`src/rtl/core/kmde_pkg.sv`:
```
// ----------------------------------------------------------------------------
// kmde_pkg
// Shared types and constants for the key matrix debounce encoder.
// ----------------------------------------------------------------------------
package kmde_pkg;

  localparam int ROWS  = 3;
  localparam int COLS  = 4;
  localparam int NKEYS = ROWS * COLS;

  localparam int QUEUE_DEPTH = 4;

  localparam int          REG_DEBOUNCE   = 0;
  localparam logic [15:0] DEBOUNCE_RESET = 16'd20;

  typedef struct packed {
    logic [31:0]      now_ms;
    logic [NKEYS-1:0] key_levels;
    logic             power_switch;
  } in_word_t;

  typedef struct packed {
    logic [7:0] event_code;
    logic       last_event;
  } out_word_t;

  // events found in one sample
  typedef struct packed {
    logic [NKEYS-1:0] key_mask;
    logic             sw_evt;
    logic             sw_lvl;
  } evt_t;

endpackage

```
`src/rtl/core/key_matrix_debounce_encoder_core.sv`:
```
// ----------------------------------------------------------------------------
// key_matrix_debounce_encoder_core
// Key matrix and power switch debouncer with event code output.
// ----------------------------------------------------------------------------
//  port group  direction  word / notes
//  in_*        sink       in_word_t: now_ms, key_levels, power_switch
//  out_*       source     out_word_t: event_code, last_event
//  cfg_*       APB        debounce_ms at every address (paddr not decoded)
//
//  A sample is taken every cycle while the event queue has room.
//  The back end sends one code per cycle while the output is not stalled,
//  so a sample with n events gives n codes and holds it until all are sent;
//  a sample with no event costs no queue entry. Synchronous reset; no clearing pass.
//  Output stall holds the output register; the front keeps taking samples
//  until QUEUE_DEPTH event masks wait.
// ----------------------------------------------------------------------------
module key_matrix_debounce_encoder_core #(
  parameter int QUEUE_DEPTH = kmde_pkg::QUEUE_DEPTH
) (
  input  logic                 clk,
  input  logic                 rst_n,
  input  logic                 in_valid,
  output logic                 in_stall,
  input  kmde_pkg::in_word_t   in_word,
  output logic                 out_valid,
  input  logic                 out_stall,
  output kmde_pkg::out_word_t  out_word,
  input  logic                 cfg_psel,
  input  logic                 cfg_penable,
  input  logic                 cfg_pwrite,
  input  logic [1:0]           cfg_paddr,
  input  logic [31:0]          cfg_pwdata,
  output logic [31:0]          cfg_prdata,
  output logic                 cfg_pready
);

  logic [15:0]    debounce_r;
  logic           push, pop, full, q_valid;
  kmde_pkg::evt_t push_evt, q_evt;

  assign cfg_pready = 1'b1;
  assign cfg_prdata = (cfg_paddr[1:0] == 2'(kmde_pkg::REG_DEBOUNCE)) ?
                      {16'd0, debounce_r} : {16'd0, debounce_r};
  assign in_stall   = full;

  always_ff @(posedge clk) begin
    if (!rst_n) begin
      debounce_r <= kmde_pkg::DEBOUNCE_RESET;
    end else if (cfg_psel && cfg_penable && cfg_pwrite && cfg_pready) begin
      debounce_r <= cfg_pwdata[15:0];
    end
  end

  kmde_front u_front (
    .clk         (clk),
    .rst_n       (rst_n),
    .in_valid    (in_valid),
    .in_stall    (in_stall),
    .in_word     (in_word),
    .debounce_ms (debounce_r),
    .push        (push),
    .push_evt    (push_evt)
  );

  kmde_queue #(
    .DEPTH (QUEUE_DEPTH)
  ) u_queue (
    .clk      (clk),
    .rst_n    (rst_n),
    .push     (push),
    .push_evt (push_evt),
    .full     (full),
    .pop      (pop),
    .q_valid  (q_valid),
    .q_evt    (q_evt)
  );

  kmde_back u_back (
    .clk       (clk),
    .rst_n     (rst_n),
    .q_valid   (q_valid),
    .q_evt     (q_evt),
    .pop       (pop),
    .out_valid (out_valid),
    .out_stall (out_stall),
    .out_word  (out_word)
  );

endmodule

```
`src/rtl/core/kmde_front.sv`:
```
// ----------------------------------------------------------------------------
// kmde_front
// Per-channel lockout debounce; turns one sample into an event mask.
// ----------------------------------------------------------------------------
module kmde_front (
  input  logic                 clk,
  input  logic                 rst_n,
  input  logic                 in_valid,
  input  logic                 in_stall,
  input  kmde_pkg::in_word_t   in_word,
  input  logic [15:0]          debounce_ms,
  output logic                 push,
  output kmde_pkg::evt_t       push_evt
);

  logic [kmde_pkg::NKEYS:0] level_r, level_nxt;
  logic [31:0]              time_r   [kmde_pkg::NKEYS+1];
  logic [kmde_pkg::NKEYS:0] take;
  logic [kmde_pkg::NKEYS:0] sample;
  logic                     accept;

  assign accept = in_valid && !in_stall;
  assign sample = {in_word.power_switch, in_word.key_levels};

  always_comb begin
    for (int i = 0; i <= kmde_pkg::NKEYS; i++) begin
      take[i] = (sample[i] != level_r[i]) &&
                ((in_word.now_ms - time_r[i]) > {16'd0, debounce_ms});
    end
    level_nxt = (level_r & ~take) | (sample & take);
    push_evt.key_mask = take[kmde_pkg::NKEYS-1:0] & sample[kmde_pkg::NKEYS-1:0];
    push_evt.sw_evt   = take[kmde_pkg::NKEYS];
    push_evt.sw_lvl   = sample[kmde_pkg::NKEYS];
    push = accept && ((|push_evt.key_mask) || push_evt.sw_evt);
  end

  always_ff @(posedge clk) begin
    if (!rst_n) begin
      level_r <= '0;
      for (int i = 0; i <= kmde_pkg::NKEYS; i++) time_r[i] <= '0;
    end else if (accept) begin
      level_r <= level_nxt;
      for (int i = 0; i <= kmde_pkg::NKEYS; i++) begin
        if (take[i]) time_r[i] <= in_word.now_ms;
      end
    end
  end

endmodule

```
`src/rtl/core/kmde_queue.sv`:
```
// ----------------------------------------------------------------------------
// kmde_queue
// Short FIFO of event masks between front and back.
// ----------------------------------------------------------------------------
module kmde_queue #(
  parameter int DEPTH = kmde_pkg::QUEUE_DEPTH
) (
  input  logic            clk,
  input  logic            rst_n,
  input  logic            push,
  input  kmde_pkg::evt_t  push_evt,
  output logic            full,
  input  logic            pop,
  output logic            q_valid,
  output kmde_pkg::evt_t  q_evt
);

  localparam int PW = $clog2(DEPTH);
  localparam int CW = $clog2(DEPTH + 1);

  kmde_pkg::evt_t mem [DEPTH];
  logic [PW-1:0]  wr_r, wr_nxt, rd_r, rd_nxt;
  logic [CW-1:0]  cnt_r, cnt_nxt;

  assign full    = (cnt_r == CW'(DEPTH));
  assign q_valid = (cnt_r != '0);
  assign q_evt   = mem[rd_r];

  always_comb begin
    wr_nxt  = wr_r;
    rd_nxt  = rd_r;
    cnt_nxt = cnt_r;
    if (push) wr_nxt = (wr_r == PW'(DEPTH - 1)) ? '0 : wr_r + 1'b1;
    if (pop)  rd_nxt = (rd_r == PW'(DEPTH - 1)) ? '0 : rd_r + 1'b1;
    if (push && !pop) cnt_nxt = cnt_r + 1'b1;
    if (pop && !push) cnt_nxt = cnt_r - 1'b1;
  end

  always_ff @(posedge clk) begin
    if (!rst_n) begin
      wr_r  <= '0;
      rd_r  <= '0;
      cnt_r <= '0;
    end else begin
      wr_r  <= wr_nxt;
      rd_r  <= rd_nxt;
      cnt_r <= cnt_nxt;
    end
  end

  always_ff @(posedge clk) begin
    if (push) mem[wr_r] <= push_evt;
  end

endmodule

```
`src/rtl/core/kmde_back.sv`:
```
// ----------------------------------------------------------------------------
// kmde_back
// Serializes one event mask into codes, one word per cycle while the output is not stalled.
// ----------------------------------------------------------------------------
module kmde_back (
  input  logic                 clk,
  input  logic                 rst_n,
  input  logic                 q_valid,
  input  kmde_pkg::evt_t       q_evt,
  output logic                 pop,
  output logic                 out_valid,
  input  logic                 out_stall,
  output kmde_pkg::out_word_t  out_word
);

  kmde_pkg::evt_t      cur_r, cur_nxt, rest;
  logic                out_valid_r, out_valid_nxt;
  kmde_pkg::out_word_t out_word_r, out_word_nxt;
  logic                busy, emit, found;
  logic [7:0]          code;

  assign out_valid = out_valid_r;
  assign out_word  = out_word_r;

  always_comb begin
    busy  = (|cur_r.key_mask) || cur_r.sw_evt;
    emit  = busy && (!out_valid_r || !out_stall);
    rest  = cur_r;
    found = 1'b0;
    code  = {7'd0, cur_r.sw_lvl};
    for (int r = 0; r < kmde_pkg::ROWS; r++) begin
      for (int c = 0; c < kmde_pkg::COLS; c++) begin
        if (!found && cur_r.key_mask[r*kmde_pkg::COLS+c]) begin
          found = 1'b1;
          code  = 8'(((r + 1) << 4) + c);
          rest.key_mask[r*kmde_pkg::COLS+c] = 1'b0;
        end
      end
    end
    if (!found) rest.sw_evt = 1'b0;

    out_word_nxt.event_code = code;
    out_word_nxt.last_event = !((|rest.key_mask) || rest.sw_evt);

    if (emit) out_valid_nxt = 1'b1;
    else      out_valid_nxt = out_valid_r && out_stall;

    cur_nxt = emit ? rest : cur_r;
    pop     = q_valid && !((|cur_nxt.key_mask) || cur_nxt.sw_evt);
    if (pop) cur_nxt = q_evt;
  end

  always_ff @(posedge clk) begin
    if (!rst_n) begin
      out_valid_r <= 1'b0;
      cur_r       <= '0;
    end else begin
      out_valid_r <= out_valid_nxt;
      cur_r       <= cur_nxt;
    end
  end

  always_ff @(posedge clk) begin
    if (emit) out_word_r <= out_word_nxt;
  end

endmodule

```
`config.mk`:
```
export PLATFORM = sky130hd
export DESIGN_NAME = key_matrix_debounce_encoder_core
export DESIGN_NICKNAME = d
export VERILOG_FILES = /design/src/rtl/core/kmde_pkg.sv /design/src/rtl/core/key_matrix_debounce_encoder_core.sv /design/src/rtl/core/kmde_front.sv /design/src/rtl/core/kmde_queue.sv /design/src/rtl/core/kmde_back.sv
export SDC_FILE = /design/constraint.sdc
export NUM_CORES = 2
export LEC_CHECK = 0
export BUFFER_PORTS_ARGS = -buffer_cell sky130_fd_sc_hd__buf_2
export CORE_MARGIN = 10
export CORE_UTILIZATION = 30
export CTS_BUF_LIST = sky130_fd_sc_hd__clkbuf_8
export DETAILED_ROUTE_END_ITERATION = 12
export PLACE_DENSITY_LB_ADDON = 0.08
export SETUP_SLACK_MARGIN = 0.02
export SYNTH_ARGS = -nofsm -noshare
export SYNTH_HDL_FRONTEND = slang
export SYNTH_HIERARCHICAL = 1
export SYNTH_SLANG_ARGS = --single-unit
export TNS_END_PERCENT = 20
```
`constraint.sdc`:
```
create_clock -name clk -period 11.6 [get_ports clk]
set_clock_uncertainty 0.05 [all_clocks]
set_input_delay 1.74 -clock clk [delete_from_list [all_inputs] [get_ports clk]]
set_output_delay 1.74 -clock clk [all_outputs]
set_load 0.03 [all_outputs]
```
==> results by group <==
Status
  • Outcome: finished clean

Drt
  • 1st-iter DRT viols: 3833
  • DR WL/cell: 24.9 um
  • Number of remaining DRC errors: 0
  • Post-route ant nets: 0
  • Number of vias per cell: 5.46
  • Routed wire length: 205 mm
  • Drt first pass iters: 8
  • Via count: 44900

Final layout
  • Commonest non-fill, non-tap cell in the layout: nor2_1
  • Final std cells w/o fill: 8232
  • Most frequent cells in the layout: 635 x nor2_1, 617 x ha_1, 595 x inv_1, 550 x a21oi_1, 477 x edfxtp_1
  • Nets: 6666
  • Fill count: 17500
  • Area of all placed cells without fillers: 54900 um2
  • Share of layout cells above drive strength 1: 7.63%
  • P&R area growth vs syn: 10.4%
  • Final core utilization: 33.3%

STA
  • Setup-failing EPs final: 0
  • Final worst slack: 2.57 ns
  • Slew headroom: 18.9%
  • Max Fclk: 111 MHz
  • Crit path time final: 9.03 ns
  • Post-route setup TNS: 0 ns
  • Least-Margin Pin Slew: 1.21 ns
  • Slew Limit Fails: 0
  • Final period util: 77.8%
  • Fin. Hold Viols: 0
  • RSZ-0062 raised after global routing: false

Global route
  • Initial antenna violation count: 20
  • Number of global-route vias before repair: 42700
  • Met3 Use GR: 3.13%
  • Largest net degree at the start of global routing: 51
  • Met1 Use GR: 30.4%
  • Total gr overflow: 0
  • Met2 Usage GRT: 34.5%
  • GRT busiest layer: met2
  • Total GRT Usage: 21.7%
  • First-pass GRT wire length: 294 mm

Die
  • Site row count: 149
  • IO Pins: 130
  • Die area: 182000 um2
  • Die X: 427 um
  • Die Span Y: 427 um
  • Initial Utilization: 30.2%
  • Core area: 165000 um2

Pwr
  • P_sw: 3510 uW
  • Power share of the sequential group: 29.2%
  • PD cells: 154 nW/um2
  • Clock power share: 24.7%
  • Max IR drop VDD: 0.0840 mV
  • Sw Share: 41.5%
  • Leak Pwr: 0.0225 uW
  • Combinational power share: 46.0%
  • P_int: 4950 uW

Critical path
  • CP max stage cell: or4_1
  • Worst-path fanout max: 8
  • Worst path required time: 12.30 ns
  • WP buf/inv: 4
  • WP data arrival: 9.73 ns
  • Worst path top cell family by delay: simple AND/OR/NAND/NOR gates
  • Crit-path max cell delay: 0.56 ns
  • Critical path capture point type: register
  • Setup crit start kind: input pin
  • Critical path class: input pin to register

Placement
  • Routability cong.: 0.850
  • Pre-CTS setup slack: 1.75 ns
  • Placed Instances: 8028
  • DP Area: 52600 um2
  • PortBufs: 90
  • Hpwl dp: 145 mm

Synthesis
  • Post-synthesis mux area share: 2.01%
  • Compound-Gate Fraction of Synth Area: 21.2%
  • Ranking of synthesized cells by area: edfxtp_1 29%, ha_1 16%, a21oi_1 5.5%, nor2_1 4.8%, inv_1 4.3%
  • Syn Inst Count: 5886
  • Post-Synth Adder-Cell Area: 16.2%
  • Synth async-reset ratio: 0%
  • Synth unique cells: 113
  • Yosys top cell by area: edfxtp_1
  • Post-synth top area share: 28.8%
  • Seq/Total Area, Yosys: 30.9%
  • XOR/XNOR Fraction of Synth Area: 4.93%
  • EDFF count, synth: 477
  • Post-Syn Area per Cell: 8.45 um2
  • Main combinational cell family by area after synthesis: compound AO/OA/AOI/OAI gates
  • Post-Synth Simple-Gate Area: 18.2%
  • Post-Syn Area: 49700 um2
  • Flops & latches, synth: 530
  • Synth Flop Type: edfxtp_1
  • YS warnings: 6

Clocking
  • Clock Pin Slew Worst Setup and Hold Paths: 0.06 ns
  • Clock Sinks: 530
  • CTS-repair resized insts: 0
  • Max clock buf depth: 3
  • # hold bufs at CTS: 0
  • Htree depth: 3
  • Inserted Clock Buffers: 108
  • Clock tree from TritonCTS: built
  • Setup bufs post-CTS: 0
  • Worst skew pair latency: 0.87 ns
  • Root buffer cell: clkbuf_8

Worst hold path
  • Hold WC Path Type: register to register

Job
  • Max cap viols: 0
[final cells by class]
class / instances / area (um2) / area share, %
inverters: 566 / 2120 / 3.87
clock buffers: 116 / 1600 / 2.91
multi-input cells: 4556 / 31200 / 56.9
flip-flops and latches: 530 / 15400 / 28.0
diodes: 5 / 12.5 / 0.0228
repair buffers: 187 / 1180 / 2.16
well taps: 2189 / 2740 / 4.99
clock inverters: 83 / 638 / 1.16
[power groups by stage]
stage	Combinational, uW	Sequential [uW]	Clock (uW)
CTS	3870	2470	2170
finish	3890	2470	2090
global placement	3850	2510	0
detailed placement	3850	2510	0
global route	4340	2500	2240
floorplan	2820	2480	0
[metal layers]
metal	share of wire (%)	vias to the layer above
li1	-	21600
met1	47	21800
met2	45	1306
met3	5.8	250
met4	2.8	2
met5	0.0064	-
[final timing paths]
kind                               start               end  slack (ns)  cells past startpoint
hold reg to reg          u_back/cur_r[0]   u_back/cur_r[0]        0.42                      2
setup / recovery             in_word[13]  u_queue/cnt_r[2]        2.57                     29
hold / removal           u_back/cur_r[0]   u_back/cur_r[0]        0.42                      2
setup reg to reg  u_front/time_r[0][131]  u_queue/cnt_r[2]        3.39                     31
[worst min-delay path, delay by kind of cell, from the launching register on]
kind	cells	cell delay (ns)
flops	1	0.31
simple gates	1	0.05
mux	1	0.06
[state kept, by name (all words and copies together) (netlist names), named ones only]
signal            cells
u_queue/rd_r          2
debounce_r           16
u_front/time_r      416
u_back/out_word       5
u_queue/mem          56
u_queue/cnt_r         3
u_back/out_valid      1
u_back/cur_r         14
u_queue/wr_r          2
[synth_stat cells, types with 54 or more instances]
cell      count
a211oi_1     66
a21o_1      142
a21oi_1     550
a31oi_1      54
clkbuf_1    198
edfxtp_1    477
ha_1        617
inv_1       566
nand2_1     491
nand2b_1     68
nand3_1     128
nand4_1     148
nor2_1      635
nor2b_1      71
nor3_1       88
o211ai_1     78
o21a_1       74
o21ai_0     293
xnor2_1     161
xor2_1      119
[stage by stage]
step | total power, uW | hold WS (ns)
6_report | 8450 | 0.422
3_5_place_dp | 6360 | 0.410
4_1_cts | 8510 | 0.419
5_1_grt | 9070 | 0.436
2_1_floorplan | 5300 | 0.385
3_3_place_gp | 6360 | 0.404
[cells by family (layout without fill, tap and decap cells)]
family	count (synthesis)	in the layout
AND/OR/NAND/NOR	1902	1902
AO/OA/AOI/OAI	1640	1640
buffers and inverters	818	952
adder cells (fa/ha/maj)	634	634
flip-flops	530	530
XOR/XNOR	280	280
multiplexers	79	79
other	3	26
No activity file was read; power rests on OpenSTA's default activity.
